==> config.mk <==
export PLATFORM = sky130hd
export DESIGN_NAME = acctilt_front_flat
export DESIGN_NICKNAME = d
export VERILOG_FILES = /design/src/rtl/core/assert_macros.svh /design/src/rtl/core/acctilt_pkg.sv /design/src/rtl/core/acctilt_sample_if.sv /design/src/rtl/core/acctilt_front.sv /design/src/flat_wrapper.sv
export SDC_FILE = /design/constraint.sdc
export NUM_CORES = 2
export LEC_CHECK = 0
export ABC_AREA = 1
export BUFFER_PORTS_ARGS = -buffer_cell sky130_fd_sc_hd__buf_2
export CAP_MARGIN = 5
export CORE_ASPECT_RATIO = 1.75
export CORE_MARGIN = 10
export CORE_UTILIZATION = 45
export DETAILED_ROUTE_END_ITERATION = 10
export SETUP_SLACK_MARGIN = 0.2
export SLEW_MARGIN = 20
export SYNTH_ARGS = -nofsm -noshare
export SYNTH_HDL_FRONTEND = slang
export SYNTH_SLANG_ARGS = --single-unit
==> constraint.sdc <==
create_clock -name clk -period 12.8 [get_ports clk]
set_input_delay 1.92 -clock clk [delete_from_list [all_inputs] [get_ports clk]]
set_output_delay 1.92 -clock clk [all_outputs]
set_load 0.02 [all_outputs]
==> src/rtl/core/assert_macros.svh <==
// Assertion macros shared by the tilt block RTL.
// Each macro samples on posedge clk and is disabled while rst_n is low.
`ifndef ASSERT_MACROS_SVH
`define ASSERT_MACROS_SVH
`ifndef SYNTH
`define ASSERT_ALWAYS(label, expr) \
    label: assert property (@(posedge clk) disable iff (!rst_n) (expr)) \
        else $error("invariant check failed");
`define ASSERT_IMPL(label, ante, cons) \
    label: assert property (@(posedge clk) disable iff (!rst_n) (ante) |-> (cons)) \
        else $error("same-cycle implication failed");
`define ASSERT_NEXT(label, ante, cons) \
    label: assert property (@(posedge clk) disable iff (!rst_n) (ante) |=> (cons)) \
        else $error("next-cycle implication failed");
`else
`define ASSERT_ALWAYS(label, expr)
`define ASSERT_IMPL(label, ante, cons)
`define ASSERT_NEXT(label, ante, cons)
`endif
`endif

==> src/rtl/core/acctilt_pkg.sv <==
// Shared constants, angle table and types for the accelerometer tilt block.
// No dependencies; every module and interface of the block imports this package.
package acctilt_pkg;

    localparam int SAMPLE_WIDTH    = 16;
    localparam int ANGLE_FRAC_BITS = 7;
    localparam int GUARD_BITS      = 16;
    localparam int CORDIC_STEPS    = 30;
    localparam int ANGLE_W         = 15;
    localparam int ID_W            = 8;
    localparam logic [ID_W-1:0] VALID_ID = 8'hE5;

    // Sum of two squares, and its square root after 2*GUARD_BITS of scaling
    localparam int SUM_W       = 2 * SAMPLE_WIDTH;
    localparam int ROOT_W      = SAMPLE_WIDTH + GUARD_BITS;
    localparam int ROOT_CNT_W  = $clog2(ROOT_W);
    localparam int REM_W       = ROOT_W + 2;
    localparam int XY_W        = ROOT_W + 3;
    localparam int Z_W         = 34;
    localparam int STEP_CNT_W  = $clog2(CORDIC_STEPS);

    // Binary angle (2^32 per turn) to degrees with ANGLE_FRAC_BITS fraction bits
    localparam int BAM_W       = 32;
    localparam int SCALE       = 360 << ANGLE_FRAC_BITS;
    localparam int SCALE_W     = ANGLE_FRAC_BITS + 9;
    localparam int PROD_W      = BAM_W + SCALE_W;
    localparam int MAG_W       = ANGLE_FRAC_BITS + 7;
    localparam int FULL_ANGLE  = 90 << ANGLE_FRAC_BITS;

    localparam int QUEUE_DEPTH = 2;
    localparam int QPTR_W      = $clog2(QUEUE_DEPTH);
    localparam int QCNT_W      = $clog2(QUEUE_DEPTH + 1);

    // atan(2^-i) in binary angle units
    localparam logic [BAM_W-1:0] STEP_ANGLE [CORDIC_STEPS] = '{
        32'h20000000, 32'h12E4051D, 32'h09FB385B, 32'h051111D4, 32'h028B0D43,
        32'h0145D7E1, 32'h00A2F61E, 32'h00517C55, 32'h0028BE53, 32'h00145F2E,
        32'h000A2F98, 32'h000517CC, 32'h00028BE6, 32'h000145F3, 32'h0000A2F9,
        32'h0000517C, 32'h000028BE, 32'h0000145F, 32'h00000A2F, 32'h00000517,
        32'h0000028B, 32'h00000145, 32'h000000A2, 32'h00000051, 32'h00000028,
        32'h00000014, 32'h0000000A, 32'h00000005, 32'h00000002, 32'h00000001
    };

    // One classified sample, handed from the front end to the angle engine
    typedef struct packed {
        logic                           id_ok;
        logic signed [SAMPLE_WIDTH-1:0] num_pitch;
        logic signed [SAMPLE_WIDTH-1:0] num_roll;
        logic [SUM_W-1:0]               den_pitch;
        logic [SUM_W-1:0]               den_roll;
    } job_t;

    typedef struct packed {
        logic busy;
        logic done;
    } ang_stat_t;

endpackage

==> src/rtl/core/acctilt_sample_if.sv <==
// Input channel of the tilt block: one sensor sample per beat.
// Depends on acctilt_pkg for the field widths.
interface acctilt_sample_if;
    import acctilt_pkg::*;

    logic                     valid;
    logic                     ready;
    logic [ID_W-1:0]          device_id;
    logic signed [15:0]       accel_x;
    logic signed [15:0]       accel_y;
    logic signed [15:0]       accel_z;

    modport source (output valid, device_id, accel_x, accel_y, accel_z, input ready);
    modport sink   (input valid, device_id, accel_x, accel_y, accel_z, output ready);
endinterface

==> src/rtl/core/acctilt_front.sv <==
// Front end: accepts a sample beat, checks the identity byte, squares the axes.
// Depends on acctilt_pkg and acctilt_sample_if.
module acctilt_front (
    input  logic                clk,
    input  logic                rst_n,
    acctilt_sample_if.sink      sample,
    output logic                job_valid,
    input  logic                job_ready,
    output acctilt_pkg::job_t   job
);
    import acctilt_pkg::*;

    logic                           stg_valid_reg;
    logic                           stg_ok_reg;
    logic signed [SAMPLE_WIDTH-1:0] ax_reg;
    logic signed [SAMPLE_WIDTH-1:0] ay_reg;
    logic [SUM_W-1:0]               xx_reg;
    logic [SUM_W-1:0]               yy_reg;
    logic [SUM_W-1:0]               zz_reg;

    logic signed [SAMPLE_WIDTH-1:0] ax;
    logic signed [SAMPLE_WIDTH-1:0] ay;
    logic signed [SAMPLE_WIDTH-1:0] az;
    logic signed [SUM_W-1:0]        xx_s;
    logic signed [SUM_W-1:0]        yy_s;
    logic signed [SUM_W-1:0]        zz_s;
    logic                           accept;

    // Only the low SAMPLE_WIDTH bits of each axis are significant
    assign ax = $signed(sample.accel_x[SAMPLE_WIDTH-1:0]);
    assign ay = $signed(sample.accel_y[SAMPLE_WIDTH-1:0]);
    assign az = $signed(sample.accel_z[SAMPLE_WIDTH-1:0]);

    assign xx_s = SUM_W'(ax) * SUM_W'(ax);
    assign yy_s = SUM_W'(ay) * SUM_W'(ay);
    assign zz_s = SUM_W'(az) * SUM_W'(az);

    assign sample.ready = !stg_valid_reg || job_ready;
    assign accept       = sample.valid && sample.ready;

    always_ff @(posedge clk or negedge rst_n)
    begin
        if (!rst_n)
        begin
            stg_valid_reg <= 1'b0;
        end
        else if (sample.ready)
        begin
            stg_valid_reg <= sample.valid;
        end
    end

    always_ff @(posedge clk)
    begin
        if (accept)
        begin
            stg_ok_reg <= (sample.device_id == VALID_ID);
            ax_reg     <= ax;
            ay_reg     <= ay;
            xx_reg     <= $unsigned(xx_s);
            yy_reg     <= $unsigned(yy_s);
            zz_reg     <= $unsigned(zz_s);
        end
    end

    assign job_valid     = stg_valid_reg;
    assign job.id_ok     = stg_ok_reg;
    assign job.num_pitch = ax_reg;
    assign job.num_roll  = ay_reg;
    assign job.den_pitch = yy_reg + zz_reg;
    assign job.den_roll  = xx_reg + zz_reg;

endmodule

==> src/flat_wrapper.sv <==
// flat-port wrapper written by rule: the top's interface ports become plain ports
module acctilt_front_flat import acctilt_pkg::*;
  (clk, rst_n, job_valid, job_ready, job, sample_valid, sample_device_id, sample_accel_x, sample_accel_y, sample_accel_z, sample_ready);
  acctilt_sample_if sample_i ();
  input  logic clk;
  input  logic rst_n;
  output logic job_valid;
  input  logic job_ready;
  output acctilt_pkg::job_t job;
  input wire logic [$bits(sample_i.valid)-1:0] sample_valid;
  input wire logic [$bits(sample_i.device_id)-1:0] sample_device_id;
  input wire logic [$bits(sample_i.accel_x)-1:0] sample_accel_x;
  input wire logic [$bits(sample_i.accel_y)-1:0] sample_accel_y;
  input wire logic [$bits(sample_i.accel_z)-1:0] sample_accel_z;
  output wire logic [$bits(sample_i.ready)-1:0] sample_ready;
  assign sample_i.valid = sample_valid;
  assign sample_i.device_id = sample_device_id;
  assign sample_i.accel_x = sample_accel_x;
  assign sample_i.accel_y = sample_accel_y;
  assign sample_i.accel_z = sample_accel_z;
  assign sample_ready = sample_i.ready;
  acctilt_front u_core (.clk(clk), .rst_n(rst_n), .sample(sample_i), .job_valid(job_valid), .job_ready(job_ready), .job(job));
endmodule
## Word-level counts from Yosys, hierarchy flattened

Index checks and enable logic that the tools add are counted.
Widths: inputs -> output; s select.

- Register bits after elaboration: 130
- Latch bits: 0
- Bits in writable memories: 0
- Memory bits (read-only): 0
- Input bits: 60
- Output and inout bits: 99
- Word-level logic and storage cells: 16
- Memories kept: 0

- $add $sub $neg: 2
- $mul: 3
- Divide/modulo/power cells: 0
- Order comparisons: 0
- Equality and inequality tests: 1
- Shift operators: 0
- Multiplexer cells: 0
- Bitwise gates (word level): 0
- Reductions and logical operators: 3

Operators with widths:

| kind | count |
|---|---|
| $mul 16x16->32 | 3 |
| $add 32x32->32 | 2 |
| $eq 8x8->1 const B | 1 |
| $logic_and 1x1->1 | 1 |
| $logic_not 1->1 | 1 |
| $logic_or 1x1->1 | 1 |

## Logic depth before layout (Yosys ltp)

- Depth in word-level cells: 3
- Mapped depth: 28
- Depth with buffers taken out: 26

## Worst setup path after synthesis

OpenSTA, ideal clock, no wires.

- Path type: in2reg
- From: input sample_valid
- To: register u_core.ax_reg[10] (enable)
- Library setup time: 648 ps
- Arrival time: 7934 ps
- Required time: 12152 ps
- Setup slack: 4218 ps
- Stages on the path: 2
- Buffers on the path: 0
- Cells stage by stage: inv_1 a21oi_1

- Cells in the longest elaborated chain, start to end: 1

Ends and longest elaborated chain:

| what | line | source |
|---|---|---|
| start: declaration | flat_wrapper.sv:10 | `input wire logic [$bits(sample_i.valid)-1:0] sample_valid;` |
| $logic_and 1x1->1 | acctilt_front.sv:39 | `assign accept = sample.valid && sample.ready;` |
| named net u_core.accept | acctilt_front.sv:27 | `logic accept;` |
| end signal: assignment | acctilt_front.sv:58 | `ax_reg <= ax;` |
| end: declaration | acctilt_front.sv:15 | `logic signed [SAMPLE_WIDTH-1:0] ax_reg;` |

The timed path passes the listed nets, and every way through them passes these cells.
A chain may end at the register's enable or synchronous reset.

## Worst setup path in the final report

- From: input sample_accel_z[15]
- To: register u_core.zz_reg[31], data pin

- Cells in the longest elaborated chain, start to end: 1

Ends and longest elaborated chain:

| what | line | source |
|---|---|---|
| start: declaration | flat_wrapper.sv:14 | `input wire logic [$bits(sample_i.accel_z)-1:0] sample_accel_z;` |
| $mul 16x16->32 | acctilt_front.sv:36 | `assign zz_s = SUM_W'(az) * SUM_W'(az);` |
| named net u_core.zz_s[31] | acctilt_front.sv:26 | `logic signed [SUM_W-1:0] zz_s;` |
| end signal: assignment | acctilt_front.sv:62 | `zz_reg <= $unsigned(zz_s);` |
| end: declaration | acctilt_front.sv:19 | `logic [SUM_W-1:0] zz_reg;` |

The timed path passes the listed nets, and every way through them passes these cells.

==> qor.csv <==
stage,metric,value,unit
placement,dp.cells,5898,
logic_synthesis,synth_area_leaders,"fa_1 38%, inv_1 14%, nand2_1 12%, ha_1 11%, edfxtp_1 10%",
clock_network,post_cts_buffers,0,
logic_synthesis,async_reset_ff_frac,0.00800,
logic_synthesis,synth_ff_type,edfxtp_1,
floorplan,io_pins,159,
routing,routedWlPerCell,17.8,um
flow_run,maxCapViolations,0,
clock_network,cts_tree,built,
global_route,grt_max_degree,65,
timing,grt_setup_unrepaired,no,
cells_and_area,stdcell_count,5930,
timing,setup_tns,0,ns
logic_synthesis,avgSynthCellArea,7.81,sq um
clock_network,clk_latency,0.50,ns
status,run_status,"complete, no violations",
routing,vias,29300,
global_route,use_met2,0.445,
floorplan,row_count,139,
global_route,met3_usage,0.0206,
logic_synthesis,synth.yosys.seq_area_share,0.100,
timing,slew_viol_final,0,
timing,finalCritPeriodShare,0.591,
logic_synthesis,yosysTopAreaCell,fa_1,
worst_setup_path,ff2ff_path_depth,3,
worst_setup_path,crit_path_end_kind,flop,
routing,avgViaCountPerCell,4.94,
timing,post-route-min-period,7.57,ns
clock_network,cts_sinks,125,
worst_setup_path,cp.arrival,7.80,ns
cells_and_area,fill_cells,8287,
min_path,hp-class,flop to flop,
worst_setup_path,cpPeakStageDelay,0.59,ns
global_route,top_usage_layer,met2,
timing,finalClockSkew,0.0144,ns
timing,setup_viol,0,
cells_and_area,syn_to_final_growth,6.20,%
cells_and_area,fin_nets,5951,
clock_network,ctsHoldBuffers,0,
worst_setup_path,worst_path_max_delay_cell,fa_1,
logic_synthesis,synthCells,4783,
global_route,grt_usage,0.228,
placement,place.detailed.hpwl,92500,um
routing,detail_route.first_pass.iterations,8,
logic_synthesis,mappedNetlistArea,0.0374,sq mm
cells_and_area,fin_util,0.482,
routing,drc,0,
floorplan,core_area,0.0823,sq mm
floorplan,fp.dieW,238,um
logic_synthesis,syn-num-nets,5874,
placement,io_buffers,158,
logic_synthesis,yosysWarningCount,0,
worst_setup_path,timing.rr.end,u_core.xx_reg[3]$_DFFE_PP_,
worst_setup_path,crit_chain,buf_2 -> clkinv_1 -> or2_2 -> fa_1 -> fa_1 -> fa_1 -> inv_1 -> fa_1 -> inv_1 -> fa_1 -> inv_1 -> fa_1 -> ha_1 -> nand2_1 -> nor2_1 -> nand3_1 -> nor3_1 -> nand2_1 -> inv_1 -> nor2_1 -> nand2_1 -> nand2_1,
timing,max_freq,132,MHz
global_route,grt.overflow.total,0,
clock_network,cts.path.max_buffers,2,
cells_and_area,final_common_cell,inv_1,
timing,finalHoldViolations,0,
clock_network,root_buffer,clkbuf_16,
min_path,whs_path_depth,2,
worst_setup_path,cp_max_fo,22,
timing,relSlewSlack,0.354,
global_route,antenna_found_initial,0,
routing,ant_nets,0,
global_route,grt_pass1_vias,32100,
cells_and_area,final_layout_size_suffix_gt1_frac,0.0628,
worst_setup_path,worstPathRequired,13.03,ns
worst_setup_path,setup.worst_path.start_class,input port,
clock_network,cts.clk_slew.worst_paths,0.07,ns
placement,gp_congestion,1.01,
logic_synthesis,synth_top_area_frac,0.375,
worst_setup_path,worst-r2r-setup-slack,10.18,ns
floorplan,dieArea,0.0954,sq mm
cells_and_area,n_antenna_cell,0,
global_route,grt_use_met1,0.226,
floorplan,start_util,0.454,
worst_setup_path,r2r_start,u_core.job_valid$_DFFE_PN0N_,
min_path,min_to,u_core.job_valid$_DFFE_PN0N_,
logic_synthesis,ys_ff_latch,125,
logic_synthesis,synth.distinct_cells,37,
cells_and_area,layout_common_cells,"1409 x inv_1, 1202 x nand2_1, 700 x fa_1",
cells_and_area,seq_area,0.00375,sq mm
cells_and_area,multi_input_area,0.0279,sq mm
clock_network,cts.htree.levels,4,
timing,worstMarginPinSlew,0.969,ns
worst_setup_path,crit_top_cell,fa_1,
min_path,hold_start,u_core.job_valid$_DFFE_PN0N_,
worst_setup_path,worstSetupPathType,input port to flop,
logic_synthesis,synth_edf_count,124,
routing,drt_iter0_markers,1229,
floorplan,die_height,401,um
clock_network,post_cts_resized,0,
routing,finalWirelength,106000,um
global_route,grt_pass1_wl,169000,um
timing,hold_slack,0.590,ns
clock_network,cts_inserted_buffers,17,
## synth_stat cells (all sizes together), types with 38 or more instances
cell type,number
nand4,54
fa,700
nand2,1236
inv,1424
nand3,170
ha,331
a21oi,125
clkbuf,99
nor3,38
edfxtp,124
xor2,106
o21bai,41
o21ai,38
nor2,226
## area by class of cell
class / instances / area share
clock buffers: 17 / 0.0107
clock inverters: 15 / 0.00369
inverters: 1426 / 0.135
multi-input cells: 3130 / 0.703
flip-flops and latches: 125 / 0.0945
well taps: 1057 / 0.0333
repair buffers: 160 / 0.0203
## per-layer routing
metal / vias to the layer above / part of all wire
met5: - / 0
met2: 602 / 0.56
li1: 14100 / -
met4: 0 / 0.067
met1: 14400 / 0.35
met3: 229 / 0.027
## cell families (layout without fill, tap and decap cells)
kind of cell | count (synthesis) | in the layout | share of synthesized area
buffers and inverters | 1528 | 1618 | 0.154
adders and majority gates | 1031 | 1031 | 0.486
and+or+nand+nor | 1753 | 1753 | 0.197
AOI/OAI and AO/OA | 224 | 224 | 0.0347
xor gates and xnor gates | 122 | 122 | 0.0286
DFF | 125 | 125 | 0.100
## worst max-delay path: cells and delay by family
kind / cells / cell delay [ns]
buffers and inverters: 6 / 1.16
AND/OR/NAND/NOR: 9 / 1.32
adder cells (fa/ha/maj): 7 / 3.39
## worst max path at each step
stage	start	endpoint	slack [ns]
2_1_floorplan	sample_valid	u_core.ax_reg[10]$_DFFE_PP_	4.22
3_3_place_gp	sample_accel_y[15]	u_core.yy_reg[26]$_DFFE_PP_	4.79
3_5_place_dp	sample_accel_z[15]	u_core.zz_reg[31]$_DFFE_PP_	4.73
4_1_cts	sample_accel_z[15]	u_core.zz_reg[31]$_DFFE_PP_	5.23
5_1_grt	sample_accel_z[15]	u_core.zz_reg[31]$_DFFE_PP_	4.84
6_report	sample_accel_z[15]	u_core.zz_reg[31]$_DFFE_PP_	5.23
## stage by stage
| step | worst slack, ns | instance area, sq um |
|---|---|---|
| after floorplan | 4.22 | 37400 |
| after global placement | 4.79 | 39100 |
| after detailed placement | 4.73 | 39100 |
| after CTS | 5.23 | 39700 |
| after global routing | 4.84 | 39700 |
| final | 5.23 | 39700 |
Power is left out: the tool's default activity adds up to more than one toggle a clock period on the data nets, which glitch-free logic cannot reach.
