[src/rtl/core/assert_macros.svh]
// Assertion macros shared by the tilt block RTL.
// Each macro samples on posedge clk and is disabled while rst_n is low.
`ifndef ASSERT_MACROS_SVH
`define ASSERT_MACROS_SVH
`ifndef SYNTH
`define ASSERT_ALWAYS(label, expr) \
    label: assert property (@(posedge clk) disable iff (!rst_n) (expr)) \
        else $error("invariant check failed");
`define ASSERT_IMPL(label, ante, cons) \
    label: assert property (@(posedge clk) disable iff (!rst_n) (ante) |-> (cons)) \
        else $error("same-cycle implication failed");
`define ASSERT_NEXT(label, ante, cons) \
    label: assert property (@(posedge clk) disable iff (!rst_n) (ante) |=> (cons)) \
        else $error("next-cycle implication failed");
`else
`define ASSERT_ALWAYS(label, expr)
`define ASSERT_IMPL(label, ante, cons)
`define ASSERT_NEXT(label, ante, cons)
`endif
`endif

[src/rtl/core/acctilt_pkg.sv]
// Shared constants, angle table and types for the accelerometer tilt block.
// No dependencies; every module and interface of the block imports this package.
package acctilt_pkg;

    localparam int SAMPLE_WIDTH    = 16;
    localparam int ANGLE_FRAC_BITS = 7;
    localparam int GUARD_BITS      = 16;
    localparam int CORDIC_STEPS    = 30;
    localparam int ANGLE_W         = 15;
    localparam int ID_W            = 8;
    localparam logic [ID_W-1:0] VALID_ID = 8'hE5;

    // Sum of two squares, and its square root after 2*GUARD_BITS of scaling
    localparam int SUM_W       = 2 * SAMPLE_WIDTH;
    localparam int ROOT_W      = SAMPLE_WIDTH + GUARD_BITS;
    localparam int ROOT_CNT_W  = $clog2(ROOT_W);
    localparam int REM_W       = ROOT_W + 2;
    localparam int XY_W        = ROOT_W + 3;
    localparam int Z_W         = 34;
    localparam int STEP_CNT_W  = $clog2(CORDIC_STEPS);

    // Binary angle (2^32 per turn) to degrees with ANGLE_FRAC_BITS fraction bits
    localparam int BAM_W       = 32;
    localparam int SCALE       = 360 << ANGLE_FRAC_BITS;
    localparam int SCALE_W     = ANGLE_FRAC_BITS + 9;
    localparam int PROD_W      = BAM_W + SCALE_W;
    localparam int MAG_W       = ANGLE_FRAC_BITS + 7;
    localparam int FULL_ANGLE  = 90 << ANGLE_FRAC_BITS;

    localparam int QUEUE_DEPTH = 2;
    localparam int QPTR_W      = $clog2(QUEUE_DEPTH);
    localparam int QCNT_W      = $clog2(QUEUE_DEPTH + 1);

    // atan(2^-i) in binary angle units
    localparam logic [BAM_W-1:0] STEP_ANGLE [CORDIC_STEPS] = '{
        32'h20000000, 32'h12E4051D, 32'h09FB385B, 32'h051111D4, 32'h028B0D43,
        32'h0145D7E1, 32'h00A2F61E, 32'h00517C55, 32'h0028BE53, 32'h00145F2E,
        32'h000A2F98, 32'h000517CC, 32'h00028BE6, 32'h000145F3, 32'h0000A2F9,
        32'h0000517C, 32'h000028BE, 32'h0000145F, 32'h00000A2F, 32'h00000517,
        32'h0000028B, 32'h00000145, 32'h000000A2, 32'h00000051, 32'h00000028,
        32'h00000014, 32'h0000000A, 32'h00000005, 32'h00000002, 32'h00000001
    };

    // One classified sample, handed from the front end to the angle engine
    typedef struct packed {
        logic                           id_ok;
        logic signed [SAMPLE_WIDTH-1:0] num_pitch;
        logic signed [SAMPLE_WIDTH-1:0] num_roll;
        logic [SUM_W-1:0]               den_pitch;
        logic [SUM_W-1:0]               den_roll;
    } job_t;

    typedef struct packed {
        logic busy;
        logic done;
    } ang_stat_t;

endpackage

[src/rtl/core/acctilt_queue.sv]
// Short queue of classified samples between the front end and the angle engine.
// Depends on acctilt_pkg and assert_macros.svh.
`include "assert_macros.svh"
module acctilt_queue (
    input  logic                clk,
    input  logic                rst_n,
    input  logic                push_valid,
    output logic                push_ready,
    input  acctilt_pkg::job_t   push_job,
    output logic                pop_valid,
    input  logic                pop_ready,
    output acctilt_pkg::job_t   pop_job
);
    import acctilt_pkg::*;

    job_t              mem_reg [QUEUE_DEPTH];
    logic [QPTR_W-1:0] wr_ptr_reg;
    logic [QPTR_W-1:0] rd_ptr_reg;
    logic [QCNT_W-1:0] cnt_reg;
    logic              push;
    logic              pop;

    assign push_ready = (cnt_reg != QCNT_W'(QUEUE_DEPTH));
    assign pop_valid  = (cnt_reg != '0);
    assign push       = push_valid && push_ready;
    assign pop        = pop_valid && pop_ready;
    assign pop_job    = mem_reg[rd_ptr_reg];

    always_ff @(posedge clk or negedge rst_n)
    begin
        if (!rst_n)
        begin
            wr_ptr_reg <= '0;
            rd_ptr_reg <= '0;
            cnt_reg    <= '0;
        end
        else
        begin
            if (push)
            begin
                wr_ptr_reg <= (wr_ptr_reg == QPTR_W'(QUEUE_DEPTH - 1)) ? '0
                                                                        : wr_ptr_reg + 1'b1;
            end
            if (pop)
            begin
                rd_ptr_reg <= (rd_ptr_reg == QPTR_W'(QUEUE_DEPTH - 1)) ? '0
                                                                        : rd_ptr_reg + 1'b1;
            end
            if (push && !pop)
            begin
                cnt_reg <= cnt_reg + 1'b1;
            end
            else if (pop && !push)
            begin
                cnt_reg <= cnt_reg - 1'b1;
            end
        end
    end

    always_ff @(posedge clk)
    begin
        if (push)
        begin
            mem_reg[wr_ptr_reg] <= push_job;
        end
    end

    `ASSERT_ALWAYS(a_cnt_bound, cnt_reg <= QCNT_W'(QUEUE_DEPTH))
    `ASSERT_NEXT(a_cnt_up, push && !pop, cnt_reg == $past(cnt_reg) + 1'b1)
    `ASSERT_NEXT(a_cnt_down, pop && !push, cnt_reg == $past(cnt_reg) - 1'b1)

endmodule

[config.mk]
export PLATFORM = sky130hd
export DESIGN_NAME = acctilt_queue
export DESIGN_NICKNAME = d
export VERILOG_FILES = /design/src/rtl/core/acctilt_pkg.sv /design/src/rtl/core/acctilt_queue.sv
export VERILOG_INCLUDE_DIRS = /design/src /design/src/rtl/core
export SDC_FILE = /design/constraint.sdc
export NUM_CORES = 1
export LEC_CHECK = 0
export ABC_CLOCK_PERIOD_IN_PS = 5500
export BUFFER_PORTS_ARGS = -buffer_cell sky130_fd_sc_hd__clkbuf_2
export CAP_MARGIN = 20
export CELL_PAD_IN_SITES_DETAIL_PLACEMENT = 0
export CELL_PAD_IN_SITES_GLOBAL_PLACEMENT = 1
export CORE_MARGIN = 2
export CORE_UTILIZATION = 30
export DETAILED_ROUTE_END_ITERATION = 7
export HOLD_SLACK_MARGIN = 0.1
export MAX_ROUTING_LAYER = met4
export PLACE_DENSITY_LB_ADDON = 0.25
export SYNTH_ARGS = -nofsm -noshare
export SYNTH_HDL_FRONTEND = slang
export SYNTH_SLANG_ARGS = --single-unit
[constraint.sdc]
create_clock -name clk -period 5.5 [get_ports clk]
set_input_delay 0.55 -clock clk [delete_from_list [all_inputs] [get_ports clk]]
set_output_delay 0.55 -clock clk [all_outputs]
set_load 0.005 [all_outputs]
# After elaboration in Yosys (flattened, before gate mapping)
# Memory sizes are Yosys's and may differ from the RTL's.
# Index checks and enable logic that the tools add are counted.
# classes
addsub,4
n_reduce_logical,8
n_eq_ne,1
muxes,6
# op_table
operator,count
1-bit logical AND,4
1-bit two-way mux,4
2-bit two-way mux,2
2-bit nonzero test,2
"1-bit adder, second input constant",2
"2-bit by 1-bit adder with 2-bit output, second input constant",1
1-bit zero test,2
"2-bit != test, second input constant",1
"2-bit by 1-bit subtractor with 2-bit output, second input constant",1
# word_totals
n_memories,1
regBits,4
mem_bits_rw,194
output_inout_bits,99
elab_cells,23
inputBits,101
# memory_table
name,depth,word_bits,rd,rd_clocked_by_memory_dff,write_ports,line,rtl
mem_reg,2,97,1,0,1,acctilt_queue.sv:16,job_t mem_reg [QUEUE_DEPTH];

# Longest topological paths before layout
# Gate-level depths: netlist of run 1.
# depth
ltp_word,6
mapped_depth,7
ltp_nobuf,7

# Worst setup path after synthesis of run 1
# No wires, ideal clock.
# synth_timing
path_type,reg2reg
startpoint,register cnt_reg[0]
endpoint,"memory mem_reg[0][0] (netlist name), enable pin"
path_stages_with_launch,4
setup_slack_ns,0.258
path_buffers,0
required_ns,4.947
setup_ns,0.553
synth_period_minus_slack_ns,5.242
t_arrival_ns,4.688
cell_sequence,dfrtp_1 nand2b_1 nand2_1 nor2_1
# synth_via
elab_chain_len,4
# synth_lines
item,line,rtl
"start, declared",acctilt_queue.sv:19,logic [QCNT_W-1:0] cnt_reg;
"start signal, assigned",acctilt_queue.sv:51,cnt_reg <= cnt_reg + 1'b1;
"start signal, assigned",acctilt_queue.sv:55,cnt_reg <= cnt_reg - 1'b1;
2-bit != test,acctilt_queue.sv:23,assign push_ready = (cnt_reg != QCNT_W'(QUEUE_DEPTH));
net push_ready,acctilt_queue.sv:8,"output logic push_ready,"
1-bit logical AND,acctilt_queue.sv:25,assign push = push_valid && push_ready;
1-bit two-way mux,acctilt_queue.sv:62,if (push)
1-bit two-way mux (implied by the code),acctilt_queue.sv:64,mem_reg[wr_ptr_reg] <= push_job;
"end, declared",acctilt_queue.sv:16,
# The timed path passes the listed nets, and every way through them passes these cells.

==> reports/qor.yml, run 1 <==
yosys.area.top_type: "edfxtp_1"
wl_um: 14050
cts_made_buffers: 17
fin_skew_ps: 9.542
core_area_um2: 23610
clk_pin_slew_ps: 70
worst-r2r-cell-count: 3
grt_pass1_vias: 3999
ios: 200
layout.nets: 634
reg2reg_slack_ps: 3150
p_clk_share_pct: 26.9
min_from: "push_job[85]"
rows: 56
intPower_mw: 3.436
synthArstFlopShare_pct: 2.020
grt_pass1_wl_um: 21940
die-area_um2: 25480
grt_start_max_net_pins: 62
synth_edf_count: 194
track_usage_pct: 11.59
cts_setup_buffers: 0
avgSynthCellArea_um2: 22.71
clkLatencyLatePin_ps: 420
cts_tree: "done"
ys_seq_area_share_pct: 81.54
period_share_pct: 58.34
antenna_cells: 0
dp_hpwl_um: 9182
min_to: "mem_reg[1][85]"
powerDensity_nw_per_um2: 512.8
vias: 3630
die_y_um: 159.6
gp_congestion: 0.6866
setup_violations: 0
ys_ff_latch: 198
detail_route.wl_per_cell_um: 16.28
antenna_found_initial: 0
drive_gt1_share_pct: 61.58
cts_root_buf: "clkbuf_16"
worstPathArrival_ps: 2660
drt_iter0_drc: 153
via_per_inst: 4.206
fillers: 2182
worstPathRequired_ps: 4950
hold_violations: 0
synth_top_area_share_pct: 80.17
cts_sinks: 198
holdPathStages: 1
r2r-end: "mem_reg[1][91]"
yosys-top-cells-area: "edfxtp_1 80%, mux2_2 12%, mux2_4 4.1%, dfrtp_1 1.4%, buf_6 0.62%"
yosysWarnings: 0
rsz0062_at_grt: "no"
min_path_type: "in2reg"
port_buffers: 199
synth_common_cells: "194 x edfxtp_1, 77 x mux2_2, 20 x mux2_4"
drt.antenna.violating_nets: 0
seqPwrFrac_pct: 46.8
end_kind: "output pin"
start_util_pct: 30.78
globalRouteMet2Util_pct: 19.36
grt-busiest-layer: "met2"
slew_violations: 0
fmax_mhz: 311.6
synth_cells: 320
grt.overflow.total: 0
clk_path_buf_depth: 2
timing.setup.tns_ps: 0
syn-num-nets: 422
post_cts_resize_count: 0
first_pass_iters: 4
status: "completed"
tightest_slew_ps: 874.3
p_leak_nw: 3.512
synth_area_um2: 7267
maxCapViolCount: 0
postLayoutCoreUtil_pct: 39.13
startpoint_type: "flip-flop"
htree_levels: 4
die_x_um: 159.6
p_switching_mw: 1.301
yosys.cell_count.top_type: "edfxtp_1"
peakVddDrop_uv: 211.9
synthToLayoutAreaGrowth_pct: 27.13
drc: 0
reg2reg_from: "cnt_reg[0]"
cp_max_fo: 52
synthFlopType: "edfxtp_1"
ys_types: 15
met1_usage_pct: 13.40
met3_usage_pct: 3.195
pwr-share-comb_pct: 26.2
critPathKind: "reg2out"
slew_headroom_pct: 41.71
largest_reg_flops: 194
layout_min_cycle_time_ps: 3209
p_sw_share_pct: 27.46
-- critical path, cell delays in order (launching register included) --
cell and delay, ps:
dfrtp_4 900, buf_4 700, mux2_2 430, clkbuf_2 110
-- repair_timing --
item                                    CTS  global route
hold endpoints to repair                  4             0
endpoints found under the setup margin    0             0
hold buffers                              1             0
-- metal layers --
layer,up-vias,part of all wire [%]
met5,-,0
met3,11,5.4
met4,0,1.4
met2,120,50
li1,1686,-
met1,1813,43
-- stage by stage --
stage          area, µm²  instances  setup slack (ps)  total power [mW]  hold WS [ps]
5_1_grt             9239        863              2076             5.004         283.3
6_report            9239        863              2291             4.737         312.5
3_3_place_gp        8628        831              2702             3.517         357.7
4_1_cts             9239        863              2195             4.847         283.6
3_5_place_dp        8628        831              2667             3.544         363.7
2_1_floorplan       7267        320             258.3             3.025         254.4
-- cell type report --
| type | instances | area (µm²) | share of cell area, % |
|---|---|---|---|
| Tap cell | 319 | 399.1 | 4.320 |
| Inverter | 1 | 3.754 | 0.04063 |
| Sequential cell | 198 | 5929 | 64.18 |
| Timing Repair Buffer | 204 | 1036 | 11.21 |
| Clock buffer | 17 | 425.4 | 4.605 |
| Clock inverter | 14 | 175.2 | 1.896 |
| Multi-Input combinational cell | 110 | 1270 | 13.75 |
-- layout by cell type, fill, tap and decap left out, drive strengths merged, types with 2 or more instances in the layout --
| master | n |
|---|---|
| clkbuf | 216 |
| edfxtp | 194 |
| mux2 | 97 |
| clkinv | 6 |
| inv | 5 |
| buf | 4 |
| dfrtp | 4 |
| xnor2 | 3 |
| bufinv | 3 |
| nand2 | 2 |
| xor2 | 2 |
| nor2 | 2 |
-- power by group through the flow --
| stage | Combinational [mW] | Clock (mW) | Sequential, mW |
|---|---|---|---|
| 2_1_floorplan | 0.834 | 0 | 2.19 |
| 3_3_place_gp | 1.27 | 0 | 2.25 |
| 3_5_place_dp | 1.28 | 0 | 2.26 |
| 4_1_cts | 1.29 | 1.33 | 2.23 |
| 5_1_grt | 1.36 | 1.38 | 2.26 |
| 6_report | 1.24 | 1.28 | 2.22 |
-- cells by family (layout without fill, tap and decap cells) --
family / after synthesis / in the layout / share of synthesized area (%)
multiplexers: 97 / 97 / 16.06
flip-flops: 198 / 198 / 81.54
XOR/XNOR: 5 / 5 / 0.6027
buffers and inverters: 12 / 236 / 1.153
AND/OR/NAND/NOR: 7 / 7 / 0.4651
adder cells (fa/ha/maj): 1 / 1 / 0.1721
-- how the worst max path moves through the flow --
stage / from / to / slack (ps) / cells after the start
floorplan: cnt_reg[0] / mem_reg[0][0] / 260 / 3
global placement: rd_ptr_reg / pop_job[91] / 2700 / 3
detailed placement: rd_ptr_reg / pop_job[42] / 2670 / 3
CTS: rd_ptr_reg / pop_job[42] / 2200 / 3
global route: rd_ptr_reg / pop_job[86] / 2080 / 3
finish: rd_ptr_reg / pop_job[86] / 2290 / 3
Note: power is estimated with default switching activity, not from simulation.
==> run 2: changes to the inputs <==
ABC_CLOCK_PERIOD_IN_PS = 3300   (was 5500)
clock period = 3.3 ns   (was 5.5 ns; I/O delays follow)
==> run 2 against run 1 <==
Net effect:
- sequential share of layout area shrank 6.0 points
- combinational power increased by 87%
- count of clock-buffer cells in the layout up 1
- power grew 66%
- via count is 10% higher
- setup slack got worse by 1300 ps
- first-iteration DRC count decreased by 25%
- final cell count is 11% higher
- clock power up 52%
- highest routed layer unchanged
- flip-flop and latch count did not move
==> reports/qor.yml, run 2 (synthesis results as in run 1) <==
status: "completed"
startpoint_type: "flip-flop"
cts_made_buffers: 17
wl_met1_um: 6490
rows: 56
holdPathStages: 1
reg2reg_slack_ps: 1320
worstPathArrival_ps: 1960
die-area_um2: 25480
worst-r2r-cell-count: 3
start_util_pct: 30.78
antenna_cells: 0
crit_chain: "buf_4 -> mux2_2 -> clkbuf_2"
grt_start_max_net_pins: 64
vias: 4008
critPathKind: "reg2out"
drc: 0
fin_skew_ps: 7.196
wl_um: 14930
first_pass_iters: 4
post_cts_resize_count: 0
grt_pass1_wl_um: 23160
core_area_um2: 23610
die_y_um: 159.6
via_per_inst: 4.166
gp_congestion: 0.6958
p_leak_nw: 3.893
fmax_mhz: 435.8
synthToLayoutAreaGrowth_pct: 40.26
clk_pin_slew_ps: 70
min_path_type: "in2reg"
timing.setup.tns_ps: 0
postLayoutCoreUtil_pct: 43.16
die_x_um: 159.6
crit_slowest_cell: "dfrtp_4"
setup_slack_ps: 1005
cts_tree: "done"
fillers: 2114
layout.nets: 732
cp_max_fo: 24
cts_setup_buffers: 0
mostFrequentLayoutCells: "199 x clkbuf_2, 194 x edfxtp_1, 97 x dlygate4sd3_1"
tightest_slew_ps: 853.2
port_buffers: 199
drt.antenna.violating_nets: 0
clk_path_buf_depth: 2
largest_reg_flops: 194
cts_sinks: 198
layout.cells.most_common: "clkbuf_2"
detail_route.wl_per_cell_um: 15.52
worstPathRequired_ps: 2970
layout_min_cycle_time_ps: 2295
setup_violations: 0
drt_iter0_drc: 115
hold_violations: 0
drive_gt1_share_pct: 52.10
grt_pass1_vias: 4350
end_kind: "output pin"
dp_hpwl_um: 9397
htree_levels: 4
antenna_found_initial: 0
ios: 200
peakVddDrop_uv: 380.7
rsz0062_at_grt: "no"
wl_met3_um: 812
clkLatencyLatePin_ps: 430
track_usage_pct: 12.10
topRoutingLayerUsed: "met4"
grt.overflow.total: 0
pre_cts_slack_ps: 1290
wl_met2_um: 7487
maxCapViolCount: 0
powerDensity_nw_per_um2: 772.6
critical_path.max_stage_delay_ps: 580
period_share_pct: 69.53
slew_violations: 0
cts_root_buf: "clkbuf_16"
slew_headroom_pct: 43.12
-- run 2: stage by stage --
step	cell area, µm²	hold WS [ps]	std cells	total power, mW
finish	10190	121.7	962	7.874
global route	10190	100.9	962	8.310
CTS	10190	100.9	962	8.042
detailed placement	8668	151.3	833	5.973
global placement	8668	147.5	833	5.921
floorplan	7276	34.41	320	4.995
-- run 2: worst max-delay path: cells and delay by family, from the launching register on --
| family | cells | cell delay (ps) |
|---|---|---|
| multiplexers | 1 | 390 |
| flip-flops | 1 | 580 |
| buffers and inverters | 2 | 550 |
-- run 2: where the power goes --
part           internal, mW  switching [mW]  total [mW]
Sequential             3.44           0.167        3.61
Combinational          1.19            1.13        2.32
Clock                 0.987           0.956        1.94
Total                  5.62            2.25        7.87
-- run 2: what timing repair did --
action | 4_1_cts | 5_1_grt
endpoints found under the hold margin | 195 | 0
hold buffers | 97 | 0
endpoints found under the setup margin | 0 | 0
-- run 2: final cells by class --
type	instances	area (µm²)	share of cell area (%)
Sequential cell	198	5929	58.18
Timing Repair Buffer	302	2037	19.99
Multi-Input combinational cell	110	1270	12.46
Clock buffer	18	429.2	4.211
Tap cell	319	399.1	3.916
Clock inverter	14	123.9	1.215
Inverter	1	3.754	0.03683
-- run 2: layer usage --
layer	vias up	global-route usage [%]
met5	-	-
li1	1887	-
met1	1994	13.97
met2	118	20.29
met3	9	3.792
met4	0	3.595
-- run 2: worst paths after layout --
path | from | endpoint
worst min register to register | cnt_reg[1] | cnt_reg[1]
worst min-delay path | push_job[30] | mem_reg[0][30]
worst max-delay path | rd_ptr_reg | pop_job[84]
max in group asynchronous | rst_n | rd_ptr_reg
min in group asynchronous | rst_n | wr_ptr_reg
worst max register to register | cnt_reg[0] | mem_reg[1][25]
