$ cat src/rtl/core/assert_macros.svh
// Assertion macros shared by the tilt block RTL.
// Each macro samples on posedge clk and is disabled while rst_n is low.
`ifndef ASSERT_MACROS_SVH
`define ASSERT_MACROS_SVH
`ifndef SYNTH
`define ASSERT_ALWAYS(label, expr) \
    label: assert property (@(posedge clk) disable iff (!rst_n) (expr)) \
        else $error("invariant check failed");
`define ASSERT_IMPL(label, ante, cons) \
    label: assert property (@(posedge clk) disable iff (!rst_n) (ante) |-> (cons)) \
        else $error("same-cycle implication failed");
`define ASSERT_NEXT(label, ante, cons) \
    label: assert property (@(posedge clk) disable iff (!rst_n) (ante) |=> (cons)) \
        else $error("next-cycle implication failed");
`else
`define ASSERT_ALWAYS(label, expr)
`define ASSERT_IMPL(label, ante, cons)
`define ASSERT_NEXT(label, ante, cons)
`endif
`endif

$ cat src/rtl/core/acctilt_pkg.sv
// Shared constants, angle table and types for the accelerometer tilt block.
// No dependencies; every module and interface of the block imports this package.
package acctilt_pkg;

    localparam int SAMPLE_WIDTH    = 16;
    localparam int ANGLE_FRAC_BITS = 7;
    localparam int GUARD_BITS      = 16;
    localparam int CORDIC_STEPS    = 30;
    localparam int ANGLE_W         = 15;
    localparam int ID_W            = 8;
    localparam logic [ID_W-1:0] VALID_ID = 8'hE5;

    // Sum of two squares, and its square root after 2*GUARD_BITS of scaling
    localparam int SUM_W       = 2 * SAMPLE_WIDTH;
    localparam int ROOT_W      = SAMPLE_WIDTH + GUARD_BITS;
    localparam int ROOT_CNT_W  = $clog2(ROOT_W);
    localparam int REM_W       = ROOT_W + 2;
    localparam int XY_W        = ROOT_W + 3;
    localparam int Z_W         = 34;
    localparam int STEP_CNT_W  = $clog2(CORDIC_STEPS);

    // Binary angle (2^32 per turn) to degrees with ANGLE_FRAC_BITS fraction bits
    localparam int BAM_W       = 32;
    localparam int SCALE       = 360 << ANGLE_FRAC_BITS;
    localparam int SCALE_W     = ANGLE_FRAC_BITS + 9;
    localparam int PROD_W      = BAM_W + SCALE_W;
    localparam int MAG_W       = ANGLE_FRAC_BITS + 7;
    localparam int FULL_ANGLE  = 90 << ANGLE_FRAC_BITS;

    localparam int QUEUE_DEPTH = 2;
    localparam int QPTR_W      = $clog2(QUEUE_DEPTH);
    localparam int QCNT_W      = $clog2(QUEUE_DEPTH + 1);

    // atan(2^-i) in binary angle units
    localparam logic [BAM_W-1:0] STEP_ANGLE [CORDIC_STEPS] = '{
        32'h20000000, 32'h12E4051D, 32'h09FB385B, 32'h051111D4, 32'h028B0D43,
        32'h0145D7E1, 32'h00A2F61E, 32'h00517C55, 32'h0028BE53, 32'h00145F2E,
        32'h000A2F98, 32'h000517CC, 32'h00028BE6, 32'h000145F3, 32'h0000A2F9,
        32'h0000517C, 32'h000028BE, 32'h0000145F, 32'h00000A2F, 32'h00000517,
        32'h0000028B, 32'h00000145, 32'h000000A2, 32'h00000051, 32'h00000028,
        32'h00000014, 32'h0000000A, 32'h00000005, 32'h00000002, 32'h00000001
    };

    // One classified sample, handed from the front end to the angle engine
    typedef struct packed {
        logic                           id_ok;
        logic signed [SAMPLE_WIDTH-1:0] num_pitch;
        logic signed [SAMPLE_WIDTH-1:0] num_roll;
        logic [SUM_W-1:0]               den_pitch;
        logic [SUM_W-1:0]               den_roll;
    } job_t;

    typedef struct packed {
        logic busy;
        logic done;
    } ang_stat_t;

endpackage

$ cat src/rtl/core/acctilt_result_if.sv
// Output channel of the tilt block: pitch, roll and identity error per beat.
// Depends on acctilt_pkg for the angle width.
interface acctilt_result_if;
    import acctilt_pkg::*;

    logic                      valid;
    logic                      ready;
    logic signed [ANGLE_W-1:0] pitch_angle;
    logic signed [ANGLE_W-1:0] roll_angle;
    logic                      id_error;

    modport source (output valid, pitch_angle, roll_angle, id_error, input ready);
    modport sink   (input valid, pitch_angle, roll_angle, id_error, output ready);
endinterface

$ cat src/rtl/core/acctilt_angle.sv
// One tilt angle, atan2(num, sqrt(den_sq)): bit-serial square root, then a
// shared-adder CORDIC in vectoring mode, then scaling to degrees. Uses acctilt_pkg.
`include "assert_macros.svh"
module acctilt_angle (
    input  logic                                    clk,
    input  logic                                    rst_n,
    input  logic                                    start,
    input  logic signed [acctilt_pkg::SAMPLE_WIDTH-1:0] num,
    input  logic [acctilt_pkg::SUM_W-1:0]           den_sq,
    output acctilt_pkg::ang_stat_t                  stat,
    output logic [acctilt_pkg::ANGLE_W-1:0]         angle
);
    import acctilt_pkg::*;

    typedef enum logic [2:0] {
        A_IDLE,
        A_ROOT,
        A_ROT,
        A_MUL,
        A_RND,
        A_FIN
    } ang_state_t;

    ang_state_t                     state_reg, state_next;
    logic                           neg_reg, neg_next;
    logic [SAMPLE_WIDTH-1:0]        nmag_reg, nmag_next;
    logic [SUM_W-1:0]               rad_reg, rad_next;
    logic [REM_W-1:0]               rem_reg, rem_next;
    logic [ROOT_W-1:0]              root_reg, root_next;
    logic [ROOT_CNT_W-1:0]          rcnt_reg, rcnt_next;
    logic signed [XY_W-1:0]         x_reg, x_next;
    logic signed [XY_W-1:0]         y_reg, y_next;
    logic signed [Z_W-1:0]          z_reg, z_next;
    logic [STEP_CNT_W-1:0]          step_reg, step_next;
    logic [PROD_W-1:0]              prod_reg, prod_next;
    logic [MAG_W-1:0]               mag_reg, mag_next;

    logic [SAMPLE_WIDTH-1:0]        num_mag;
    logic [REM_W+1:0]               rem_cat;
    logic [REM_W+1:0]               trial;
    logic                           take;
    logic [ROOT_W-1:0]              root_iter;
    logic [REM_W-1:0]               rem_iter;
    logic signed [XY_W-1:0]         dx;
    logic signed [XY_W-1:0]         dy;
    logic signed [Z_W-1:0]          step_ang;
    logic [BAM_W-1:0]               z_pos;
    logic [PROD_W:0]                prod_rnd;
    logic [SCALE_W:0]               scaled;
    logic [31:0]                    mag32;
    logic [31:0]                    ang32;

    assign num_mag = num[SAMPLE_WIDTH-1] ? SAMPLE_WIDTH'(~num + 1'b1) : $unsigned(num);

    // Restoring square root, one result bit per cycle
    assign rem_cat   = {rem_reg, rad_reg[SUM_W-1 -: 2]};
    assign trial     = (REM_W + 2)'({root_reg, 2'b01});
    assign take      = (rem_cat >= trial);
    assign rem_iter  = take ? REM_W'(rem_cat - trial) : REM_W'(rem_cat);
    assign root_iter = {root_reg[ROOT_W-2:0], take};

    // CORDIC step: shifts round toward minus infinity
    assign dx       = x_reg >>> step_reg;
    assign dy       = y_reg >>> step_reg;
    assign step_ang = $signed(Z_W'(STEP_ANGLE[step_reg]));

    // Negative accumulated angle counts as zero
    assign z_pos    = z_reg[Z_W-1] ? '0 : z_reg[BAM_W-1:0];
    assign prod_rnd = {1'b0, prod_reg} + (PROD_W + 1)'(64'h8000_0000);
    assign scaled   = prod_rnd[PROD_W:BAM_W];

    always_comb
    begin
        state_next = state_reg;
        neg_next   = neg_reg;
        nmag_next  = nmag_reg;
        rad_next   = rad_reg;
        rem_next   = rem_reg;
        root_next  = root_reg;
        rcnt_next  = rcnt_reg;
        x_next     = x_reg;
        y_next     = y_reg;
        z_next     = z_reg;
        step_next  = step_reg;
        prod_next  = prod_reg;
        mag_next   = mag_reg;

        case (state_reg)
            A_IDLE:
            begin
                // Run the full sequence every time so both engines finish together
                if (start)
                begin
                    neg_next   = num[SAMPLE_WIDTH-1];
                    nmag_next  = num_mag;
                    rad_next   = den_sq;
                    rem_next   = '0;
                    root_next  = '0;
                    rcnt_next  = '0;
                    state_next = A_ROOT;
                end
            end
            A_ROOT:
            begin
                rem_next  = rem_iter;
                root_next = root_iter;
                rad_next  = rad_reg << 2;
                rcnt_next = rcnt_reg + 1'b1;
                if (rcnt_reg == ROOT_CNT_W'(ROOT_W - 1))
                begin
                    x_next     = $signed(XY_W'(root_iter));
                    y_next     = $signed(XY_W'(nmag_reg) << GUARD_BITS);
                    z_next     = '0;
                    step_next  = '0;
                    state_next = A_ROT;
                end
            end
            A_ROT:
            begin
                if (!y_reg[XY_W-1])
                begin
                    x_next = x_reg + dy;
                    y_next = y_reg - dx;
                    z_next = z_reg + step_ang;
                end
                else
                begin
                    x_next = x_reg - dy;
                    y_next = y_reg + dx;
                    z_next = z_reg - step_ang;
                end
                step_next = step_reg + 1'b1;
                if (step_reg == STEP_CNT_W'(CORDIC_STEPS - 1))
                begin
                    state_next = A_MUL;
                end
            end
            A_MUL:
            begin
                prod_next  = PROD_W'(z_pos) * PROD_W'(SCALE);
                state_next = A_RND;
            end
            A_RND:
            begin
                // Zero numerator gives 0; zero root with a nonzero numerator gives 90
                if (nmag_reg == '0)
                begin
                    mag_next = '0;
                end
                else if (root_reg == '0)
                begin
                    mag_next = MAG_W'(FULL_ANGLE);
                end
                else if (scaled > (SCALE_W + 1)'(FULL_ANGLE))
                begin
                    mag_next = MAG_W'(FULL_ANGLE);
                end
                else
                begin
                    mag_next = MAG_W'(scaled);
                end
                state_next = A_FIN;
            end
            A_FIN:
            begin
                state_next = A_IDLE;
            end
            default:
            begin
                state_next = A_IDLE;
            end
        endcase
    end

    always_ff @(posedge clk or negedge rst_n)
    begin
        if (!rst_n)
        begin
            state_reg <= A_IDLE;
            neg_reg   <= 1'b0;
            nmag_reg  <= '0;
            rad_reg   <= '0;
            rem_reg   <= '0;
            root_reg  <= '0;
            rcnt_reg  <= '0;
            x_reg     <= '0;
            y_reg     <= '0;
            z_reg     <= '0;
            step_reg  <= '0;
            prod_reg  <= '0;
            mag_reg   <= '0;
        end
        else
        begin
            state_reg <= state_next;
            neg_reg   <= neg_next;
            nmag_reg  <= nmag_next;
            rad_reg   <= rad_next;
            rem_reg   <= rem_next;
            root_reg  <= root_next;
            rcnt_reg  <= rcnt_next;
            x_reg     <= x_next;
            y_reg     <= y_next;
            z_reg     <= z_next;
            step_reg  <= step_next;
            prod_reg  <= prod_next;
            mag_reg   <= mag_next;
        end
    end

    // Apply the numerator sign last, keep the low ANGLE_W bits
    assign mag32 = 32'(mag_reg);
    assign ang32 = neg_reg ? (32'd0 - mag32) : mag32;
    assign angle = ang32[ANGLE_W-1:0];

    assign stat.busy = (state_reg != A_IDLE);
    assign stat.done = (state_reg == A_FIN);

    `ASSERT_ALWAYS(a_no_restart, !(start && (state_reg != A_IDLE)))
    `ASSERT_IMPL(a_mag_clamp, state_reg == A_FIN, mag_reg <= MAG_W'(FULL_ANGLE))
    `ASSERT_NEXT(a_fin_idle, state_reg == A_FIN, state_reg == A_IDLE)

endmodule

$ cat src/rtl/core/acctilt_back.sv
// Back end: runs pitch and roll engines on each good queued sample, keeps the last
// good angles and drives the output register. Depends on acctilt_pkg, acctilt_angle.
`include "assert_macros.svh"
module acctilt_back (
    input  logic                clk,
    input  logic                rst_n,
    input  logic                job_valid,
    output logic                job_ready,
    input  acctilt_pkg::job_t   job,
    acctilt_result_if.source    result
);
    import acctilt_pkg::*;

    typedef enum logic [1:0] {
        B_IDLE,
        B_WAIT,
        B_OUT
    } back_state_t;

    back_state_t        state_reg, state_next;
    logic [ANGLE_W-1:0] held_pitch_reg, held_pitch_next;
    logic [ANGLE_W-1:0] held_roll_reg, held_roll_next;
    logic               err_reg, err_next;
    logic               out_valid_reg, out_valid_next;
    logic [ANGLE_W-1:0] out_pitch_reg, out_pitch_next;
    logic [ANGLE_W-1:0] out_roll_reg, out_roll_next;
    logic               out_err_reg, out_err_next;

    logic               start;
    logic               out_free;
    ang_stat_t          p_stat;
    ang_stat_t          r_stat;
    logic [ANGLE_W-1:0] p_angle;
    logic [ANGLE_W-1:0] r_angle;

    assign job_ready = (state_reg == B_IDLE);
    assign start     = job_valid && job_ready && job.id_ok;
    assign out_free  = !out_valid_reg || result.ready;

    acctilt_angle u_pitch (
        .clk    (clk),
        .rst_n  (rst_n),
        .start  (start),
        .num    (job.num_pitch),
        .den_sq (job.den_pitch),
        .stat   (p_stat),
        .angle  (p_angle)
    );

    acctilt_angle u_roll (
        .clk    (clk),
        .rst_n  (rst_n),
        .start  (start),
        .num    (job.num_roll),
        .den_sq (job.den_roll),
        .stat   (r_stat),
        .angle  (r_angle)
    );

    always_comb
    begin
        state_next      = state_reg;
        held_pitch_next = held_pitch_reg;
        held_roll_next  = held_roll_reg;
        err_next        = err_reg;
        out_valid_next  = out_valid_reg;
        out_pitch_next  = out_pitch_reg;
        out_roll_next   = out_roll_reg;
        out_err_next    = out_err_reg;

        // Drop the output beat once it is taken
        if (out_valid_reg && result.ready)
        begin
            out_valid_next = 1'b0;
        end

        case (state_reg)
            B_IDLE:
            begin
                if (job_valid)
                begin
                    if (job.id_ok)
                    begin
                        state_next = B_WAIT;
                    end
                    else
                    begin
                        err_next   = 1'b1;
                        state_next = B_OUT;
                    end
                end
            end
            B_WAIT:
            begin
                if (p_stat.done)
                begin
                    held_pitch_next = p_angle;
                    held_roll_next  = r_angle;
                    err_next        = 1'b0;
                    state_next      = B_OUT;
                end
            end
            B_OUT:
            begin
                // Hold until the output register is free
                if (out_free)
                begin
                    out_valid_next = 1'b1;
                    out_pitch_next = held_pitch_reg;
                    out_roll_next  = held_roll_reg;
                    out_err_next   = err_reg;
                    state_next     = B_IDLE;
                end
            end
            default:
            begin
                state_next = B_IDLE;
            end
        endcase
    end

    always_ff @(posedge clk or negedge rst_n)
    begin
        if (!rst_n)
        begin
            state_reg      <= B_IDLE;
            held_pitch_reg <= '0;
            held_roll_reg  <= '0;
            err_reg        <= 1'b0;
            out_valid_reg  <= 1'b0;
            out_pitch_reg  <= '0;
            out_roll_reg   <= '0;
            out_err_reg    <= 1'b0;
        end
        else
        begin
            state_reg      <= state_next;
            held_pitch_reg <= held_pitch_next;
            held_roll_reg  <= held_roll_next;
            err_reg        <= err_next;
            out_valid_reg  <= out_valid_next;
            out_pitch_reg  <= out_pitch_next;
            out_roll_reg   <= out_roll_next;
            out_err_reg    <= out_err_next;
        end
    end

    assign result.valid       = out_valid_reg;
    assign result.pitch_angle = $signed(out_pitch_reg);
    assign result.roll_angle  = $signed(out_roll_reg);
    assign result.id_error    = out_err_reg;

    `ASSERT_ALWAYS(a_engines_sync, p_stat.done == r_stat.done)
    `ASSERT_IMPL(a_wait_busy, state_reg == B_WAIT, p_stat.busy && r_stat.busy)
    `ASSERT_NEXT(a_out_hold, (state_reg == B_OUT) && !out_free, state_reg == B_OUT)

endmodule

$ cat src/flat_wrapper.sv
// flat-port wrapper written by rule: the top's interface ports become plain ports
module acctilt_back_flat import acctilt_pkg::*;
  (clk, rst_n, job_valid, job_ready, job, result_valid, result_pitch_angle, result_roll_angle, result_id_error, result_ready);
  acctilt_result_if result_i ();
  input  logic clk;
  input  logic rst_n;
  input  logic job_valid;
  output logic job_ready;
  input  acctilt_pkg::job_t job;
  output wire logic [$bits(result_i.valid)-1:0] result_valid;
  output wire logic [$bits(result_i.pitch_angle)-1:0] result_pitch_angle;
  output wire logic [$bits(result_i.roll_angle)-1:0] result_roll_angle;
  output wire logic [$bits(result_i.id_error)-1:0] result_id_error;
  input wire logic [$bits(result_i.ready)-1:0] result_ready;
  assign result_valid = result_i.valid;
  assign result_pitch_angle = result_i.pitch_angle;
  assign result_roll_angle = result_i.roll_angle;
  assign result_id_error = result_i.id_error;
  assign result_i.ready = result_ready;
  acctilt_back u_core (.clk(clk), .rst_n(rst_n), .job_valid(job_valid), .job_ready(job_ready), .job(job), .result(result_i));
endmodule
$ cat config.mk
export PLATFORM = sky130hd
export DESIGN_NAME = acctilt_back_flat
export DESIGN_NICKNAME = d
export VERILOG_FILES = /design/src/rtl/core/acctilt_pkg.sv /design/src/rtl/core/acctilt_result_if.sv /design/src/rtl/core/acctilt_angle.sv /design/src/rtl/core/acctilt_back.sv /design/src/flat_wrapper.sv
export VERILOG_INCLUDE_DIRS = /design/src /design/src/rtl/core
export SDC_FILE = /design/constraint.sdc
export NUM_CORES = 2
export LEC_CHECK = 0
export BUFFER_PORTS_ARGS = -buffer_cell sky130_fd_sc_hd__buf_2
export CELL_PAD_IN_SITES_DETAIL_PLACEMENT = 1
export CELL_PAD_IN_SITES_GLOBAL_PLACEMENT = 1
export CORE_ASPECT_RATIO = 1.2
export CORE_MARGIN = 3
export CORE_UTILIZATION = 30
export CTS_CLUSTER_SIZE = 12
export DETAILED_ROUTE_END_ITERATION = 7
export PLACE_DENSITY_LB_ADDON = 0.1
export SETUP_SLACK_MARGIN = 0.4
export SLEW_MARGIN = 30
export SYNTH_ARGS = -nofsm -noshare
export SYNTH_HDL_FRONTEND = slang
export SYNTH_SLANG_ARGS = --single-unit
$ cat constraint.sdc
create_clock -name clk -period 8 [get_ports clk]
set_input_delay 0.4 -clock clk [delete_from_list [all_inputs] [get_ports clk]]
set_output_delay 0.4 -clock clk [all_outputs]
set_load 0.05 [all_outputs]
== Yosys cells after proc, flatten, opt, wreduce, memory -nomap -nowiden ==
Memories as Yosys holds them, arrays and structs flattened.
Cells that the tools add are included.
Operators by class
  add/sub/neg operators: 24
  $mul: 2
  magnitude comparators: 6
  eq/ne operators: 25
  shifts and indexed selects: 4
  multiplexer cells: 72
  bitwise gates (word level): 4
  reduce and logical (&&, ||, !) cells: 29
Operators with widths (number)
  $mux 32: 9
  $mux 35: 8
  $pmux 35 s2: 4
  $pmux 34 s2: 4
  $pmux 32 s2: 4
  $mux 34: 7
  $add 35x35->35: 4
  $sshr 35x5->35: 4
  $sub 35x35->35: 4
  $add 48x32->49 const B: 2
  $mux 14: 6
  $mul 32x6->38 const B: 2
  $ge 36x34->1: 2
  $add 34x33->34: 2
  $sub 34x33->34: 2
  $sub 34x34->34: 2
  $logic_not 32->1: 2
  $pmux 5 s2: 4
  $gt 17x14->1 const B: 2
  $add 16x1->16 const B: 2
  $logic_not 16->1: 2
  $mux 16: 2
  $not 16->16: 2
  $mux 15: 2
  28 further kinds: 82
Storage, ports and cells
  register bits: 633
  memory bits (read-only): 2048
  bits of input ports: 101
  output and inout bits: 33
  word-level logic and storage cells: 202
  memories kept: 2
Memory list
  (no name shown): depth 32, bits a word 32, read ports 1, clocked after memory_dff 0, write ports 0, line acctilt_angle.sv:65  | assign step_ang = $signed(Z_W'(STEP_ANGLE[step_reg]));
  (no name shown): depth 32, bits a word 32, read ports 1, clocked after memory_dff 0, write ports 0, line acctilt_angle.sv:65

== Logic depth before layout (Yosys ltp) ==
  word-level depth: 7
  gate-level depth with buffers: 33
  mapped depth without buffers: 26

== By module ==
A second synthesis with hierarchy kept.
Unflattened totals
  cells, all modules: 7385
  area, all modules: 62563.8 um^2
By module, submodules not included
  acctilt_angle at u_core.u_pitch: instances 1, cells each 3655, area each 30156.4 um^2, seq. area each 6581.3 um^2
  acctilt_angle at u_core.u_roll: instances 1, cells each 3580, area each 29796.1 um^2, seq. area each 6581.3 um^2
  acctilt_back: instances 1, cells each 150, area each 2611.3 um^2, seq. area each 1626.6 um^2

== Worst setup path before layout ==
OpenSTA, ideal clock, no wires.
  kind: flip-flop to flip-flop
  from: register u_core.u_pitch.step_reg[4]
  to: register u_core.u_pitch.x_reg[34]
  library setup time: 82 ps
  arrival time: 6346 ps
  required time: 7918 ps
  setup slack: 1572 ps
  cell stages (with the launch flop): 33
  buffers on the path: 11
  clock period less this slack: 6428 ps
  path through: dfrtp_1 > clkbuf_1 > clkbuf_1 > clkbuf_1 > buf_1 > clkbuf_1 > clkbuf_1 > buf_1 > buf_1 > nand2_1 > o21ai_0 > ha_1 > and4_1 > clkbuf_1 > and2_1 > clkbuf_1 > nand2_1 > nor2_1 > mux2i_1 > o22ai_1 > ha_1 > clkbuf_1 > nand3_1 > nor3_1 > o21ai_0 > a21oi_1 > o2111ai_1 > a31oi_1 > a21oi_1 > o41a_1 > nand3_1 > a21oi_1 > a31oi_1
On the way
  longest elaborated chain between the ends: 4
  elaborated cells on any way between the ends: 5
  those cells by class: 2 x add/sub; 1 x shift; 2 x mux
Ends and longest elaborated chain
  from (decl): line acctilt_angle.sv:34  | logic [STEP_CNT_W-1:0] step_reg, step_next;
  from (signal assigned): line acctilt_angle.sv:205  | step_reg <= step_next;
  $sshr 35x5->35 *: line acctilt_angle.sv:64  | assign dy = y_reg >>> step_reg;
  $add 35x35->35 or $sub 35x35->35 (tied branches): line acctilt_angle.sv:122, acctilt_angle.sv:128
  $mux 35 *: line acctilt_angle.sv:120  | if (!y_reg[XY_W-1])
  $pmux 35 s2 *: line acctilt_angle.sv:88  | case (state_reg)
  to (signal assigned): line acctilt_angle.sv:202  | x_reg <= x_next;
  to (decl): line acctilt_angle.sv:31  | logic signed [XY_W-1:0] x_reg, x_next;
Every way passes the cells marked *; elsewhere a longest branch is shown, timed or not.
A chain may end at the register's enable or synchronous reset.

== Worst setup path after layout ==
  from: register u_core.u_pitch.step_reg[0]
  to: register u_core.u_pitch.x_reg[34]
Same word-level chain as after synthesis.

==> out/metrics.yaml <==
seq_area_frac_synth: 0.239
hpwl_um: 180000
fp-row-count: 181
met1Wirelength_um: 104000
port_buffers: 133
antenna_found_initial: 9
relSlewSlack: 0.278
rr_worst_depth: 25
hold_slack_ns: 0.0648
crit_arrival_ns: 7.68
ioPinCount: 134
drive_above_1_share: 0.109
grt_max_degree: 119
max-cap-violations: 0
routabilityCongestion: 0.914
slowest_delay_ns: 0.73
p_int_mw: 8.28
fin_skew_ns: 0.0510
syn_nets: 8050
cts_tree: "built"
crit_type: "reg -> reg"
pwr-share-clk: 0.284
swShare: 0.413
rsz0062_at_grt: "no"
drtIter0Drc: 3376
hold_depth: 3
die_w_um: 420
p_per_area_nw_per_um2: 204
met3_length_um: 7740
outcome: "finished clean"
drt_first_pass_iters: 5
crit_fanout: 30
tns_ns: 0
maxSlewViolCount: 0
hold_path.class: "in -> reg"
endpoint_kind: "flop"
cp_slowest_cell: "dfrtp_4"
period_share: 0.882
cts_max_level: 3
synth_edf_count: 0
seqCellArea_um2: 14800
post-route-util: 0.338
syn2layout_area_growth_pct: 11.6
ys_types: 105
dr_wl_met2_um: 117000
top_layer: "met5"
final_nets: 8061
crit_top_cell: "a21oi_1"
p_total_mw: 14.1
worstPathRequired_ns: 8.62
dr_total_vias: 56200
netlist_area_um2: 61800
core-area_um2: 204000
wl_per_cell_um: 23.3
multi_input_area_um2: 43600
clock-sinks: 591
cts_inserted_buffers: 82
clkTransAtPathRegs_ns: 0.06
synthArstFlopShare: 1.00
start_util: 0.303
final_antenna_net_count: 0
synth_seq_cells: 591
routed_wirelength_um: 236000
cts_buffer_depth: 3
p_comb_frac: 0.406
grt_pass1_wl_um: 366000
hold_violations: 0
grt_overflow: 0
place_inst: 9879
setup_violations: 0
min_period_ns: 7.06
fin_cells: 10100
synthFlopType: "dfrtp_1"
grt_usage: 0.220
clk_latency_ns: 0.74
p_leak_nw: 31.2
worstMarginPinSlew_ns: 1.07
p_switching_mw: 5.83
fmax_mhz: 142
root_buffer: "clkbuf_16"
ir_worst_vdd_mv: 0.145
synthCells: 7385
drc: 0
yosys_warnings: 0
first_global_vias: 58700
die-area_um2: 211000
syn_avg_cell_area_um2: 8.37
die_h_um: 503
viasPerCell: 5.55
cp-start-kind: "flop"
pwr-share-seq: 0.310
fillers: 24000
[cells by family after synthesis]
group | Yosys count | synth area share
buffers and inverters | 871 | 0.0574
xor gates and xnor gates | 478 | 0.0677
muxes | 493 | 0.123
DFF | 591 | 0.239
and+or+nand+nor | 2326 | 0.175
AOI/OAI and AO/OA | 2062 | 0.209
adders and majority gates | 564 | 0.129
[power by group through the flow]
stage               sequential [mW]  clock, mW  combinational (mW)
finish                         4.37       4.01                5.73
global route                   4.47       4.29                6.56
CTS                            4.38       4.18                5.81
detailed placement             4.43          0                5.75
global placement               4.42          0                5.64
floorplan                      4.32          0                4.13
[synthesized netlist by cell type (24+ instances only)]
library cell    n  area share
a211o_1        24      0.0034
a211oi_1       63      0.0077
a21o_1        165       0.020
a21oi_1       480       0.039
a22o_1         25      0.0035
a22oi_1        34      0.0041
a31oi_1       184       0.019
and2_1         52      0.0053
and3_1         61      0.0062
buf_1          56      0.0034
buf_2          64      0.0052
clkbuf_1      266       0.016
dfrtp_1       591        0.24
fa_1          120       0.039
ha_1          444       0.090
inv_1         448       0.027
mux2_2        112       0.020
mux2i_1       181       0.029
mux4_2        196       0.071
nand2_1       883       0.054
nand2b_1       75      0.0076
nand3_1       247       0.020
nand4_1        40      0.0040
nor2_1        542       0.033
nor2b_1       125       0.013
nor3_1         92      0.0075
nor4_1         43      0.0044
o211ai_1       42      0.0051
o21a_1         68      0.0083
o21ai_0       609       0.049
o21bai_1       30      0.0036
o22ai_1        48      0.0049
o31ai_1        52      0.0063
or3_1          41      0.0042
xnor2_1       235       0.033
xor2_1        243       0.034
[layout make-up]
| class | instances | share of cell area |
|---|---|---|
| Clock buffer | 110 | 0.0335 |
| Multi-Input combinational cell | 5923 | 0.632 |
| Tap cell | 2653 | 0.0481 |
| Timing Repair Buffer | 342 | 0.0376 |
| Antenna cell | 1 | 0.0000363 |
| Clock inverter | 41 | 0.00909 |
| Sequential cell | 591 | 0.215 |
| Inverter | 456 | 0.0248 |
[worst max-delay path, delay by kind of cell (launching register included)]
family                   cells  cell delay [ns]
AO/OA/AOI/OAI               10             1.91
AND/OR/NAND/NOR              8             1.57
buffers and inverters        1             0.43
adder cells (fa/ha/maj)      2             0.72
flip-flops                   1             0.73
multiplexers                 4             1.57
[placed cells by master, fill, tap and decap left out, types with 50 or more instances in the layout]
cell type	Yosys	layout
a211oi_1	63	60
a21o_1	165	165
a21oi_1	480	480
a31oi_1	184	184
and2_1	52	50
and3_1	61	61
buf_2	64	132
buf_4	9	112
clkbuf_16	0	83
dfrtp_1	591	579
dlygate4sd3_1	0	84
fa_1	120	120
ha_1	444	444
inv_1	448	447
mux2_2	112	112
mux2i_1	181	181
mux4_2	196	196
nand2_1	883	881
nand2b_1	75	74
nand3_1	247	246
nor2_1	542	534
nor2b_1	125	123
nor3_1	92	92
o21a_1	68	67
o21ai_0	609	609
o31ai_1	52	52
xnor2_1	235	235
xor2_1	243	243
[metrics by stage]
step	setup slack, ns	cell area (µm²)
floorplan	1.57	61800
global placement	0.651	65100
detailed placement	0.658	65100
CTS	0.561	68900
global route	0.489	69000
finish	0.941	69000
[routing by layer]
| layer | vias to the layer above | GRT usage |
|---|---|---|
| met5 | - | 0 |
| met4 | 2 | 0.0669 |
| met3 | 329 | 0.0204 |
| met2 | 1077 | 0.389 |
| met1 | 28200 | 0.282 |
| li1 | 26600 | - |
[worst paths after layout]
path	startpoint	endpoint	slack, ns
max	u_core.u_pitch.step_reg[0]	u_core.u_pitch.x_reg[34]	0.94
min	job[74]	u_core.u_roll.nmag_reg[10]	0.06
max reg2reg	u_core.u_pitch.step_reg[0]	u_core.u_pitch.x_reg[34]	0.94
min reg2reg	u_core.result.roll_angle[14]	u_core.result.roll_angle[14]	0.48
max in group asynchronous	rst_n	u_core.u_roll.nmag_reg[9]	5.82
min in group asynchronous	rst_n	u_core.u_roll.prod_reg[38]	0.30
[what timing repair did]
action,CTS,global route
hold endpoints to repair,162,0
gates resized for setup,0,5
setup buffers,0,1
hold buffers,84,0
endpoints found under the setup margin,0,9
(Power assumes the default switching activity.)
